File: config.mk
export PLATFORM = sky130hd
export DESIGN_NAME = clock_alarm_drift_supervisor_unit
export DESIGN_NICKNAME = d
export VERILOG_FILES = /design/src/design/cads_pkg.sv /design/src/design/clock_alarm_drift_supervisor_unit.sv
export VERILOG_INCLUDE_DIRS = /design/src /design/src/design
export SDC_FILE = /design/constraint.sdc
export NUM_CORES = 1
export LEC_CHECK = 0
export BUFFER_PORTS_ARGS = -buffer_cell sky130_fd_sc_hd__buf_2
export CORE_MARGIN = 4
export CORE_UTILIZATION = 50
export CTS_CLUSTER_DIAMETER = 30
export DETAILED_ROUTE_END_ITERATION = 7
export PLACE_DENSITY_LB_ADDON = 0.15
export SYNTH_ARGS = -nofsm -noshare
export SYNTH_HDL_FRONTEND = slang
export SYNTH_SLANG_ARGS = --single-unit
File: constraint.sdc
create_clock -name i_clk -period 7.78 [get_ports i_clk]
set_input_delay 1.556 -clock i_clk [delete_from_list [all_inputs] [get_ports i_clk]]
set_output_delay 1.556 -clock i_clk [all_outputs]
set_load 0.01 [all_outputs]
File: src/design/assert_macros.svh
// ----------------------------------------------------------------------------
// Assertion macros
// Shared concurrent assertion helpers for the design folder.
// ----------------------------------------------------------------------------
`ifndef ASSERT_MACROS_SVH
`define ASSERT_MACROS_SVH

// Same-cycle implication, disabled while reset is asserted.
`define ASSERT_IMPL(label, clk, rst_n, ante, cons, msg) \
    label: assert property (@(posedge clk) disable iff (!rst_n) (ante) |-> (cons)) \
        else $error(msg);

// Next-cycle implication, disabled while reset is asserted.
`define ASSERT_NEXT(label, clk, rst_n, ante, cons, msg) \
    label: assert property (@(posedge clk) disable iff (!rst_n) (ante) |=> (cons)) \
        else $error(msg);

`endif

File: src/design/cads_pkg.sv
// ----------------------------------------------------------------------------
// cads_pkg
// Types and constants of the clock alarm and drift supervisor.
// ----------------------------------------------------------------------------
package cads_pkg;

    localparam int HOUR_W   = 5;
    localparam int MINUTE_W = 6;
    localparam int SECOND_W = 6;
    localparam int DAY_W    = 5;
    localparam int DRIFT_W  = 8;
    localparam int DAYS_W   = 7;
    localparam int CFG_W    = 8;

    localparam int SECS_PER_MIN   = 60;
    localparam int MAX_MINSEC     = 59;
    localparam int MIN_HOUR_MINUTE = 3;

    typedef enum logic [2:0] {
        CFG_DRIFT_SECONDS,
        CFG_DAYS_PER_CORRECTION,
        CFG_ALARM_ENABLE,
        CFG_ALARM_HOUR,
        CFG_ALARM_MINUTE,
        CFG_NIGHT_ENABLE,
        CFG_NIGHT_START_HOUR,
        CFG_NIGHT_STOP_HOUR
    } t_cfg_idx;

    typedef struct packed {
        logic [HOUR_W-1:0]   hour_now;
        logic [MINUTE_W-1:0] minute_now;
        logic [SECOND_W-1:0] second_now;
        logic [DAY_W-1:0]    day_now;
    } t_cads_in;

    typedef struct packed {
        logic                time_write;
        logic [MINUTE_W-1:0] new_minute;
        logic [SECOND_W-1:0] new_second;
        logic                alarm_active;
        logic                alarm_started;
        logic                night_active;
    } t_cads_out;

endpackage

File: src/design/clock_alarm_drift_supervisor_unit.sv
// ----------------------------------------------------------------------------
// clock_alarm_drift_supervisor_unit
// Drift correction, alarm and night flags for one clock sample per item.
// ----------------------------------------------------------------------------
// Each input item is one clock sample (hour, minute, second, day) and gives
// exactly one result item with the corrected minute and second, the alarm
// flags and the night flag. Both channels use valid and stall; an item moves
// at a clock edge where valid is high and stall is low.
// An accepted item is held in the input register and is evaluated by the
// correction, alarm and night logic into the result register, from which
// the receiver takes it.
// Throughput is one item per cycle while the receiver does not stall; the
// input register and the result register form a two-entry pipeline, so a
// new item is taken while a result waits. The input side stalls only when
// both registers are full and the receiver stalls.
// The configuration port writes one register per cycle when the write enable
// is high. The user must use it only while the block is idle; the block does
// not enforce this. A synchronous active-low reset clears the configuration,
// the day tracker, the day count and both flags, and empties the pipeline.
// ----------------------------------------------------------------------------
module clock_alarm_drift_supervisor_unit (
    input  logic                          i_clk,
    input  logic                          i_rst_n,
    input  logic                          i_cfg_we,
    input  cads_pkg::t_cfg_idx            i_cfg_idx,
    input  logic [cads_pkg::CFG_W-1:0]    i_cfg_data,
    input  logic                          i_in_valid,
    output logic                          o_in_stall,
    input  cads_pkg::t_cads_in            i_in_data,
    output logic                          o_out_valid,
    input  logic                          i_out_stall,
    output cads_pkg::t_cads_out           o_out_data
);
    import cads_pkg::*;

    `include "assert_macros.svh"

    logic signed [DRIFT_W-1:0] r_drift;
    logic [DAYS_W-1:0]         r_days_per_corr;
    logic                      r_alarm_en;
    logic [HOUR_W-1:0]         r_alarm_hour;
    logic [MINUTE_W-1:0]       r_alarm_minute;
    logic                      r_night_en;
    logic [HOUR_W-1:0]         r_night_start;
    logic [HOUR_W-1:0]         r_night_stop;

    logic [DAY_W-1:0]          r_seen_day;
    logic [DAYS_W-1:0]         r_uncorr_days;
    logic                      r_alarm_flag;
    logic                      r_night_flag;

    logic [DAY_W-1:0]          n_seen_day;
    logic [DAYS_W-1:0]         n_uncorr_days;
    logic                      n_alarm_flag;
    logic                      n_night_flag;

    t_cads_in                  r_in;
    logic                      r_in_vld;
    t_cads_out                 r_out;
    logic                      r_out_vld;
    t_cads_out                 n_out;

    logic                      w_load;
    logic                      w_adv;

    logic signed [9:0]         w_sec_sum;
    logic signed [2:0]         w_carry;
    logic [SECOND_W-1:0]       w_sec_adj;
    logic signed [7:0]         w_min_raw;
    logic [MINUTE_W-1:0]       w_min_used;
    logic                      w_night;

    assign w_adv      = r_in_vld && (!r_out_vld || !i_out_stall);
    assign o_in_stall = r_in_vld && r_out_vld && i_out_stall;
    assign w_load     = i_in_valid && !o_in_stall;
    assign o_out_valid = r_out_vld;
    assign o_out_data  = r_out;

    always_ff @(posedge i_clk) begin
        if (!i_rst_n) begin
            r_drift         <= '0;
            r_days_per_corr <= '0;
            r_alarm_en      <= 1'b0;
            r_alarm_hour    <= '0;
            r_alarm_minute  <= '0;
            r_night_en      <= 1'b0;
            r_night_start   <= '0;
            r_night_stop    <= '0;
        end else if (i_cfg_we) begin
            case (i_cfg_idx)
                CFG_DRIFT_SECONDS:       r_drift         <= i_cfg_data;
                CFG_DAYS_PER_CORRECTION: r_days_per_corr <= i_cfg_data[DAYS_W-1:0];
                CFG_ALARM_ENABLE:        r_alarm_en      <= i_cfg_data[0];
                CFG_ALARM_HOUR:          r_alarm_hour    <= i_cfg_data[HOUR_W-1:0];
                CFG_ALARM_MINUTE:        r_alarm_minute  <= i_cfg_data[MINUTE_W-1:0];
                CFG_NIGHT_ENABLE:        r_night_en      <= i_cfg_data[0];
                CFG_NIGHT_START_HOUR:    r_night_start   <= i_cfg_data[HOUR_W-1:0];
                CFG_NIGHT_STOP_HOUR:     r_night_stop    <= i_cfg_data[HOUR_W-1:0];
                default: begin
                end
            endcase
        end
    end

    // Adding the signed drift to the second and carrying whole minutes is the
    // same as shifting minute*60+second and splitting it again.
    always_comb begin
        w_sec_sum = $signed({4'b0, r_in.second_now}) + $signed({{2{r_drift[7]}}, r_drift});
        if (w_sec_sum >= 10'sd180) begin
            w_carry   = 3'sd3;
            w_sec_adj = SECOND_W'(w_sec_sum - 10'sd180);
        end else if (w_sec_sum >= 10'sd120) begin
            w_carry   = 3'sd2;
            w_sec_adj = SECOND_W'(w_sec_sum - 10'sd120);
        end else if (w_sec_sum >= 10'sd60) begin
            w_carry   = 3'sd1;
            w_sec_adj = SECOND_W'(w_sec_sum - 10'sd60);
        end else if (w_sec_sum >= 10'sd0) begin
            w_carry   = 3'sd0;
            w_sec_adj = SECOND_W'(w_sec_sum);
        end else if (w_sec_sum >= -10'sd60) begin
            w_carry   = -3'sd1;
            w_sec_adj = SECOND_W'(w_sec_sum + 10'sd60);
        end else if (w_sec_sum >= -10'sd120) begin
            w_carry   = -3'sd2;
            w_sec_adj = SECOND_W'(w_sec_sum + 10'sd120);
        end else begin
            w_carry   = -3'sd3;
            w_sec_adj = SECOND_W'(w_sec_sum + 10'sd180);
        end
        w_min_raw = $signed({2'b0, r_in.minute_now}) + $signed({{5{w_carry[2]}}, w_carry});
    end

    always_comb begin
        n_seen_day    = r_seen_day;
        n_uncorr_days = r_uncorr_days;
        n_alarm_flag  = r_alarm_flag;
        n_night_flag  = r_night_flag;
        n_out         = '0;
        w_min_used    = r_in.minute_now;
        w_night       = 1'b1;

        if (r_drift != '0) begin
            if (r_seen_day != r_in.day_now) begin
                n_uncorr_days = r_uncorr_days + DAYS_W'(1);
                n_seen_day    = r_in.day_now;
            end else if (r_uncorr_days == r_days_per_corr &&
                         r_in.hour_now >= HOUR_W'(MIN_HOUR_MINUTE) &&
                         r_in.minute_now >= MINUTE_W'(MIN_HOUR_MINUTE)) begin
                n_out.time_write = 1'b1;
                if (w_min_raw > 8'sd59) begin
                    n_out.new_minute = MINUTE_W'(MAX_MINSEC);
                    n_out.new_second = SECOND_W'(MAX_MINSEC);
                end else begin
                    n_out.new_minute = w_min_raw[MINUTE_W-1:0];
                    n_out.new_second = w_sec_adj;
                end
                w_min_used    = n_out.new_minute;
                n_uncorr_days = '0;
            end
        end

        if (r_alarm_en && r_in.hour_now == r_alarm_hour) begin
            if (w_min_used == r_alarm_minute) begin
                n_alarm_flag        = 1'b1;
                n_out.alarm_started = !r_alarm_flag;
            end else begin
                n_alarm_flag = 1'b0;
            end
        end

        if (r_night_start == r_night_stop) begin
            w_night = 1'b1;
        end else if (r_night_start > r_night_stop) begin
            w_night = !(r_in.hour_now > r_night_stop && r_in.hour_now <= r_night_start);
        end else begin
            w_night = r_in.hour_now >= r_night_start && r_in.hour_now < r_night_stop;
        end
        if (r_night_en) begin
            n_night_flag = w_night;
        end

        n_out.alarm_active = n_alarm_flag;
        n_out.night_active = n_night_flag;
    end

    always_ff @(posedge i_clk) begin
        if (!i_rst_n) begin
            r_in_vld      <= 1'b0;
            r_out_vld     <= 1'b0;
            r_seen_day    <= '0;
            r_uncorr_days <= '0;
            r_alarm_flag  <= 1'b0;
            r_night_flag  <= 1'b0;
        end else begin
            if (w_load) begin
                r_in_vld <= 1'b1;
            end else if (w_adv) begin
                r_in_vld <= 1'b0;
            end
            if (w_adv) begin
                r_out_vld     <= 1'b1;
                r_seen_day    <= n_seen_day;
                r_uncorr_days <= n_uncorr_days;
                r_alarm_flag  <= n_alarm_flag;
                r_night_flag  <= n_night_flag;
            end else if (!i_out_stall) begin
                r_out_vld <= 1'b0;
            end
        end
    end

    always_ff @(posedge i_clk) begin
        if (w_load) begin
            r_in <= i_in_data;
        end
        if (w_adv) begin
            r_out <= n_out;
        end
    end

    `ASSERT_IMPL(a_no_write_zero, i_clk, i_rst_n,
        o_out_valid && !o_out_data.time_write,
        o_out_data.new_minute == '0 && o_out_data.new_second == '0,
        "Result without write carries a nonzero time.")

    `ASSERT_IMPL(a_write_in_range, i_clk, i_rst_n,
        o_out_valid && o_out_data.time_write,
        o_out_data.new_minute <= MINUTE_W'(MAX_MINSEC) &&
        o_out_data.new_second <= SECOND_W'(MAX_MINSEC),
        "Corrected time is beyond 59:59.")

    `ASSERT_IMPL(a_started_active, i_clk, i_rst_n,
        o_out_valid && o_out_data.alarm_started,
        o_out_data.alarm_active,
        "Alarm start reported without the alarm flag.")

    `ASSERT_NEXT(a_corr_clears_count, i_clk, i_rst_n,
        w_adv && n_out.time_write,
        r_uncorr_days == '0 && r_out_vld,
        "Correction did not clear the day count.")

endmodule
==> impl_metrics.yaml, run 1 <==
grt:
  grt_pass1_wl_um: 21420
  grt_start_max_net_pins: 41
  grt_pass1_vias: 4500
  grt.total_usage: 0.2083
  grt-ovfl-total: 0
  grt_antenna_before_repair: 0
floorplanning:
  fp.dieW_um: 112.9
  die_h_um: 112.9
  rows: 38
  ioPinCount: 56
  core_region_area_um2: 10790
  dieArea_um2: 12740
  start_util: 0.5096
min_path:
  min_to: "r_drift[0]"
  hold_start: "r_drift[0]"
  hp-class: "flip-flop to flip-flop"
  holdPathStages: 2
placed_design:
  hpwl_um: 9672
  portBuffers: 55
  place_congestion: 1.018
  dpl_cell_area_um2: 5893
routing:
  ant_nets: 0
  wl_um: 12760
  num_vias: 4520
  routedWlPerCell_um: 16.51
  drc: 0
  drt_iter0_markers: 262
  drt_pass1_iterations: 6
  viasPerCell: 5.847
critical_path:
  r2r_slack_ns: 1.46
  endpoint_kind: "flip-flop"
  cp_max_fo: 10
  crit_path_start_kind: "flip-flop"
  reg2reg_to: "o_out_data[1]"
  reg2reg_depth: 23
  crit_required_ns: 8.01
  timing.rr.start: "r_in[5]"
  crit_arrival_ns: 6.55
  path_class: "flip-flop to flip-flop"
job:
  maxCapViolCount: 0
clocking:
  clk_latency_ns: 0.37
  clkTransAtPathRegs_ns: 0.09
  clock_sinks: 92
  postCtsHoldBufs: 0
  cts_root_buffer: "clkbuf_8"
  post_cts_buffers: 0
  h-tree-depth: 3
  post_cts_resized: 0
  tritoncts: "built"
  cts_buffers: 9
  clockBufferDepth: 2
final_layout:
  final_nets: 706
  layout_commonest_cell: "nor2_1"
  n_antenna_cell: 0
  area_delta_synth_final_pct: 10.17
  final_cell_area_um2: 6060
  drive_above_1_share: 0.1311
  layout_common_cells: "nor2_1 (66), buf_2 (55), dfxtp_1 (54)"
logic_synthesis:
  ys_seq_area_frac: 0.4040
  ys_warn_count: 0
  async_reset_ff_frac: 0
  synth_edf_count: 38
  syn_avg_cell_area_um2: 9.533
  syn_inst: 577
  synth-main-ff-cell: "dfxtp_1"
  synth_seq_cells: 92
  syn_nets: 655
  synth_cell_type_count: 72
  synth_area_um2: 5500
sta:
  finalSetupTns_ns: 0
  fin_crit_ns: 6.323
  slew_headroom: 0.1904
  fin_crit_sh: 0.8128
  setup_viol: 0
  finalHoldViolCount: 0
  slew_viol_final: 0
  rsz0062_at_grt: "false"
  worst_pin_slew_ns: 1.209
  fmax_mhz: 158.1
  fin_skew_ns: 0.01158
power:
  p_per_area_nw_per_um2: 160.1
  ir_worst_vdd_uv: 114.9
  p_leak_uw: 0.002489
status:
  status: "complete, no violations"
## kinds of logic after synthesis
| group | after synthesis | synth area share |
|---|---|---|
| AO/OA/AOI/OAI | 125 | 0.1633 |
| XOR/XNOR | 34 | 0.05550 |
| adder cells (fa/ha/maj) | 40 | 0.09372 |
| buffers and inverters | 49 | 0.03549 |
| flip-flops | 92 | 0.4040 |
| multiplexers | 38 | 0.06915 |
| AND/OR/NAND/NOR | 199 | 0.1788 |
## cells in the mapped netlist (all sizes together), types with 3 or more instances
| cell | number | area [µm²] |
|---|---|---|
| o2111ai | 4 | 35.03 |
| mux2i | 38 | 380.4 |
| a2111oi | 3 | 26.28 |
| and3 | 9 | 56.30 |
| nand4b | 3 | 26.28 |
| ha | 38 | 475.5 |
| a31oi | 6 | 37.54 |
| or4 | 4 | 33.78 |
| or3 | 3 | 18.77 |
| o21ai | 14 | 73.82 |
| nand2b | 5 | 31.28 |
| buf | 3 | 22.52 |
| nor3 | 9 | 45.04 |
| o211ai | 5 | 37.54 |
| a21oi | 34 | 170.2 |
| inv | 31 | 116.4 |
| nand3 | 10 | 55.05 |
| o221ai | 4 | 35.03 |
| nor3b | 7 | 52.55 |
| nor2 | 66 | 247.7 |
| nand4 | 5 | 31.28 |
| o21a | 10 | 75.07 |
| or2 | 4 | 25.02 |
| nor2b | 10 | 62.56 |
| dfxtp | 54 | 1081 |
| nand2 | 48 | 180.2 |
| a211oi | 7 | 52.55 |
| a311oi | 4 | 35.03 |
| nor4 | 8 | 50.05 |
| xor2 | 17 | 148.9 |
| xnor2 | 17 | 156.4 |
| a221oi | 4 | 52.56 |
| clkbuf | 14 | 52.55 |
| edfxtp | 38 | 1141 |
| a21o | 8 | 60.06 |
## area by class of cell
| class | count | area, µm² |
|---|---|---|
| Fill cell | 962 | 4733 |
| Multi-Input combinational cell | 436 | 3085 |
| Sequential cell | 92 | 2222 |
| Timing Repair Buffer | 57 | 290.3 |
| Tap cell | 140 | 175.2 |
| Clock buffer | 11 | 131.4 |
| Inverter | 32 | 120.1 |
| Clock inverter | 5 | 35.03 |
## stage by stage
stage | worst slack, ns | instances | power (µW) | util | hold slack (ns)
final | 1.457 | 773 | 970.3 | 0.5614 | 0.5012
after global routing | 0.8865 | 773 | 1017 | 0.5614 | 0.5281
after CTS | 1.508 | 773 | 979.0 | 0.5614 | 0.4968
after detailed placement | 1.549 | 757 | 689.1 | 0.5460 | 0.4739
after global placement | 1.855 | 757 | 686.2 | 0.5460 | 0.4699
after floorplan | 2.200 | 577 | 642.1 | - | 0.4507
## layer usage
metal | GRT usage | vias to the layer above | wire, µm
met3 | 0.04064 | 36 | 713
met1 | 0.2709 | 2124 | 5635
met2 | 0.3377 | 144 | 6086
met4 | 0.09215 | 0 | 330
met5 | 0 | - | 0
li1 | - | 2216 | -
## registers in the layout, indices dropped and copies added, names as in the netlist
name / count
r_alarm_en: 1
r_seen_day: 5
r_night_en: 1
r_alarm_minute: 6
r_alarm_flag: 1
r_night_flag: 1
o_out_data: 16
r_in: 22
r_night_stop: 5
o_out_valid: 1
r_uncorr_days: 7
r_alarm_hour: 5
r_night_start: 5
r_days_per_corr: 7
r_in_vld: 1
r_drift: 8
## worst max-delay path by stage
stage | from | endpoint | slack (ns) | depth (start not counted)
after floorplan | r_in[5] | o_out_data[1] | 2.20 | 23
after global placement | r_in[5] | o_out_data[1] | 1.86 | 22
after detailed placement | r_in[5] | o_out_data[1] | 1.55 | 23
after CTS | r_in[5] | o_out_data[1] | 1.51 | 23
after global routing | r_in[5] | o_out_data[1] | 0.89 | 23
final | r_in[5] | o_out_data[1] | 1.46 | 23
## worst max-delay path, cell delays in order (launching register included)
cell and delay [ns]:
edfxtp_1 0.38, ha_1 0.23, fa_1 0.43, a211oi_1 0.33, nor3b_1 0.13, nor2_1 0.43, inv_1 0.21, ha_1 0.27
a31oi_1 0.14, mux2i_1 0.11, o31ai_2 0.41, a21oi_1 0.13, o211ai_1 0.20, a21o_1 0.18, ha_1 0.19, fa_1 0.22
xor2_1 0.23, or3b_1 0.36, and4b_1 0.36, nand3_1 0.20, nand3_2 0.25, a221oi_1 0.13, or4_4 0.56, nor2_1 0.10
## report_power, final
part           internal, µW  switching, µW
Combinational          58.2           89.7
Clock                   118            173
Sequential              519           12.7
Total                   695            275
Power figures use the tool's default switching activity.
==> run 2, diff against run 1 <==
- clock period: 7.78 -> 6 ns (I/O delays scaled with it)
==> impl_metrics.yaml, run 2 (same netlist as run 1, synthesis figures left out) <==
floorplanning:
  core_region_area_um2: 10790
  start_util: 0.5096
  rows: 38
  ioPinCount: 56
  die_h_um: 112.9
  fp.dieW_um: 112.9
  dieArea_um2: 12740
placed_design:
  portBuffers: 55
  hpwl_um: 10050
  post-place-ws_ns: 0.1717
  dpl_cell_area_um2: 5976
  place_congestion: 0.9718
  place_inst: 768
min_path:
  hp-class: "flip-flop to flip-flop"
final_layout:
  final_nets: 717
  drive_above_1_share: 0.1568
  top_register: "r_in"
  layout_common_cells: "nor2_1 (64), buf_2 (55), dfxtp_1 (54)"
  multi_input_area_um2: 3108
  seqCellArea_um2: 2222
  largest_register_ffs: 22
  num-fill-cells: 982
  finish.utilization: 0.5744
  fin_cells: 786
  top_regs: "r_in x22, o_out_data x16, r_drift x8"
  area_delta_synth_final_pct: 12.72
  final_cell_area_um2: 6200
  layout_commonest_cell: "nor2_1"
status:
  status: "complete, no violations"
grt:
  grt_pass1_wl_um: 21740
  grt.total_usage: 0.2125
  grt_pass1_vias: 4406
  grt_start_max_net_pins: 37
  grt-ovfl-total: 0
  grt_antenna_before_repair: 2
clocking:
  clkTransAtPathRegs_ns: 0.10
  post_cts_resized: 0
  post_cts_buffers: 0
  clk_latency_ns: 0.38
  cts_buffers: 9
  tritoncts: "built"
  clockBufferDepth: 2
  cts_root_buffer: "clkbuf_8"
  postCtsHoldBufs: 0
  h-tree-depth: 3
  clock_sinks: 92
sta:
  fin_ws_ns: 0.2688
  fmax_mhz: 174.5
  finalHoldViolCount: 0
  fin_crit_sh: 0.9552
  slew_viol_final: 0
  worst_pin_slew_ns: 1.218
  fin_crit_ns: 5.731
  slew_headroom: 0.1846
  finalSetupTns_ns: 0
  fin_skew_ns: 0.01400
  rsz0062_at_grt: "false"
  setup_viol: 0
critical_path:
  crit_arrival_ns: 5.97
  cp_max_fo: 6
  endpoint_kind: "flip-flop"
  crit_required_ns: 6.24
  crit_path_start_kind: "flip-flop"
  path_class: "flip-flop to flip-flop"
routing:
  drt_pass1_iterations: 4
  num_vias: 4551
  viasPerCell: 5.790
  drc: 0
  ant_nets: 0
  wl_um: 13180
  routedWlPerCell_um: 16.76
  drt_iter0_markers: 243
job:
  maxCapViolCount: 0
power:
  p_leak_uw: 0.002565
  p_per_area_nw_per_um2: 213.2
  ir_worst_vdd_uv: 190.4
run 2: cell types whose count changed in the layout (fill, tap and decap cells not counted), sizes merged:
cell,change
inv,+1
bufinv,+1
diode,+2
buf,+11
clkbuf,-2
run 2: worst paths after layout:
path                        end  slack (ns)  cells after the start       start
setup / recovery  o_out_data[1]        0.27                     22     r_in[5]
setup reg to reg  o_out_data[1]        0.27                     22     r_in[5]
hold reg to reg      r_drift[0]        0.49                      2  r_drift[0]
hold / removal       r_drift[0]        0.49                      2  r_drift[0]
run 2: final cells by class:
cell class / instances / share of cell area
multi-input combinational: 436 / 0.5013
antenna: 2 / 0.0008073
timing repair buffer: 68 / 0.06014
tap: 140 / 0.02825
inverter: 32 / 0.01937
clock buffer: 9 / 0.01998
clock inverter: 7 / 0.01171
sequential: 92 / 0.3584
run 2: stage by stage:
| stage | hold slack [ns] | total power, µW |
|---|---|---|
| floorplan | 0.4507 | 832.5 |
| global placement | 0.4715 | 899.5 |
| detailed placement | 0.4796 | 901.4 |
| CTS | 0.4936 | 1332 |
| global route | 0.5157 | 1385 |
| finish | 0.4901 | 1322 |
run 2: critical path, stage by stage (launching register included):
cell and delay, ns:
edfxtp_1 0.38, ha_1 0.22, fa_1 0.44, a211oi_2 0.30, nor3b_1 0.13, nor2_2 0.21
inv_1 0.14, ha_1 0.23, nand2_1 0.06, o2111ai_1 0.22, a21oi_2 0.25, o211ai_1 0.11
a21o_1 0.22, ha_1 0.21, fa_1 0.43, xor2_2 0.20, or3b_1 0.36, and4b_1 0.37
nand3_1 0.20, nand3_2 0.15, a221oi_1 0.10, or4_4 0.56, nor2_1 0.10
run 2: routing by layer:
layer / global-route usage / up-vias / routed length [µm]
li1: - / 2242 / -
met1: 0.2877 / 2164 / 6044
met2: 0.3404 / 118 / 6211
met3: 0.03316 / 27 / 609
met4: 0.08734 / 0 / 311
met5: 0 / - / 0
run 2: report_power, final:
part           internal, µW  switching, µW
clock                   196            235
sequential              673           16.8
combinational          81.6            119
==> run 3, diff against run 2 <==
- ABC_AREA: default -> 1
==> impl_metrics.yaml, run 3 <==
logic_synthesis:
  syn_nets: 761
  synthTopCellsByCount: "nand2_1 (128), inv_1 (88), nor2_1 (88)"
  ys_seq_area_frac: 0.4153
  synth_seq_cells: 92
  syn_inst: 683
  synth.top_cell.area_share: 0.2133
  yosysMostFrequentCell: "nand2_1"
  syn_avg_cell_area_um2: 7.833
  async_reset_ff_frac: 0
  synth_top_cell_by_area: "edfxtp_1"
  synth_edf_count: 38
  ys_warn_count: 0
  synth_cell_type_count: 44
  synth-main-ff-cell: "dfxtp_1"
  synth_area_um2: 5350
  synth.area.top_cells: "edfxtp_1 (21%), dfxtp_1 (20%), nand2_1 (9.0%)"
grt:
  grt.total_usage: 0.1987
  grt_pass1_wl_um: 20220
  grt_start_max_net_pins: 47
  grt_antenna_before_repair: 0
  grt_pass1_vias: 4441
  grt-ovfl-total: 0
final_layout:
  fin_cells: 881
  area_delta_synth_final_pct: 10.87
  n_antenna_cell: 0
  finish.utilization: 0.5720
  layout_common_cells: "nand2_1 (128), inv_1 (88), nor2_1 (87)"
  final_nets: 818
  num-fill-cells: 1009
  drive_above_1_share: 0.1423
  top_register: "r_in"
  top_regs: "r_in x22, o_out_data x16, r_drift x8"
  layout_commonest_cell: "nand2_1"
  largest_register_ffs: 22
critical_path:
  path_common_cell: "nand2_1"
  cp_max_fo: 12
  crit_arrival_ns: 5.49
  path_buf_inv: 3
  crit_path_start_kind: "flip-flop"
  slowest_stage: "fa_1"
  crit_required_ns: 6.23
  timing.rr.start: "r_in[5]"
  r2r_slack_ns: 0.74
  cpPeakStageDelay_ns: 0.41
  reg2reg_depth: 34
  reg2reg_to: "o_out_data[1]"
  path_class: "flip-flop to flip-flop"
  worst_path_dominant_cell_family: "simple AND/OR/NAND/NOR gates"
  endpoint_kind: "flip-flop"
floorplanning:
  dieArea_um2: 12420
  start_util: 0.5159
  ioPinCount: 56
  core_region_area_um2: 10370
  rows: 37
  fp.dieW_um: 111.4
  die_h_um: 111.4
placed_design:
  hpwl_um: 9217
  place_congestion: 0.9101
  portBuffers: 55
  place_inst: 865
status:
  status: "complete, no violations"
sta:
  hold_slack_ns: 0.4777
  finalHoldViolCount: 0
  fin_skew_ns: 0.01439
  slew_viol_final: 0
  worst_pin_slew_ns: 1.039
  fmax_mhz: 190.1
  rsz0062_at_grt: "false"
  fin_crit_ns: 5.261
  setup_viol: 0
  slew_headroom: 0.3063
  finalSetupTns_ns: 0
  fin_crit_sh: 0.8769
routing:
  routedWlPerCell_um: 13.60
  drt_iter0_markers: 251
  viasPerCell: 5.163
  ant_nets: 0
  drc: 0
  num_vias: 4549
  drt_pass1_iterations: 7
  wl_um: 11980
clocking:
  clkTransAtPathRegs_ns: 0.10
  postCtsHoldBufs: 0
  h-tree-depth: 3
  post_cts_buffers: 0
  clockBufferDepth: 2
  cts_root_buffer: "clkbuf_8"
  tritoncts: "built"
  post_cts_resized: 0
  clock_sinks: 92
  cts_buffers: 9
  clk_latency_ns: 0.37
min_path:
  hp-class: "flip-flop to flip-flop"
  holdPathStages: 2
  min_to: "r_seen_day[4]"
  hold_start: "r_seen_day[4]"
power:
  ir_worst_vdd_uv: 215.5
  p_per_area_nw_per_um2: 225.2
  p_leak_uw: 0.002789
job:
  maxCapViolCount: 0
[run 3: cell count changes after synthesis, moves of 8 or more]
cell     change
inv_1       +59
and3_1       -8
o21ai_0     +42
nand2_2      +8
mux2i_1     -38
nand2_1     +80
a21oi_1     +20
o21a_1       -8
nand3_1     +26
nor2b_1     -10
nor2_1      +22
[run 3: how the worst max path moves through the flow]
stage,start,end,cells after the start
after global placement,r_in[5],o_out_data[1],34
after detailed placement,r_in[5],o_out_data[1],34
after global routing,r_in[5],o_out_data[1],36
after floorplan,r_in[5],o_out_data[1],38
final,r_in[5],o_out_data[1],34
after CTS,r_in[5],o_out_data[1],34
[run 3: per-stage QoR]
| step | setup WS [ns] | power (µW) | cell area, µm² |
|---|---|---|---|
| after floorplan | 1.425 | 886.7 | 5350 |
| after global placement | 1.071 | 949.9 | 5748 |
| after detailed placement | 0.8265 | 955.2 | 5748 |
| after CTS | 0.7719 | 1351 | 5932 |
| after global routing | 0.2726 | 1415 | 5932 |
| final | 0.7386 | 1336 | 5932 |
[run 3: cells by family after synthesis]
logic type      after synthesis  share of synthesized area
xor+xnor                     21                    0.03438
flops                        92                     0.4153
simple gates                297                     0.2470
fa+ha+maj                    40                    0.09635
buf+inv                     108                    0.08022
compound gates              125                     0.1268
[run 3: routing by layer]
layer / GRT usage / vias to the layer above / wire, µm
met5: 0 / - / 0
met4: 0.06245 / 0 / 204
met3: 0.04076 / 18 / 543
met2: 0.3603 / 104 / 6083
met1: 0.2354 / 2067 / 5151
li1: - / 2360 / -
[run 3: worst min-delay path: stages, from the launching register on]
cell and delay (ns):
dfxtp_1 0.31, inv_1 0.07, a21oi_1 0.06
[run 3: power breakdown]
part	internal [µW]	switching, µW	leakage, µW	total, µW
registers	680	17.7	0.000804	698
clock network	166	228	0.0000928	394
logic	91.1	153	0.00189	244
total	937	399	0.00279	1340
[run 3: layout make-up]
class,instances,area (µm²),area share
clock inverters,6,46.29,0.007804
clock buffers,10,137.6,0.02320
flip-flops and latches,92,2222,0.3746
well taps,136,170.2,0.02869
inverters,97,364.1,0.06138
repair buffers,57,290.3,0.04893
multi-input cells,483,2701,0.4554
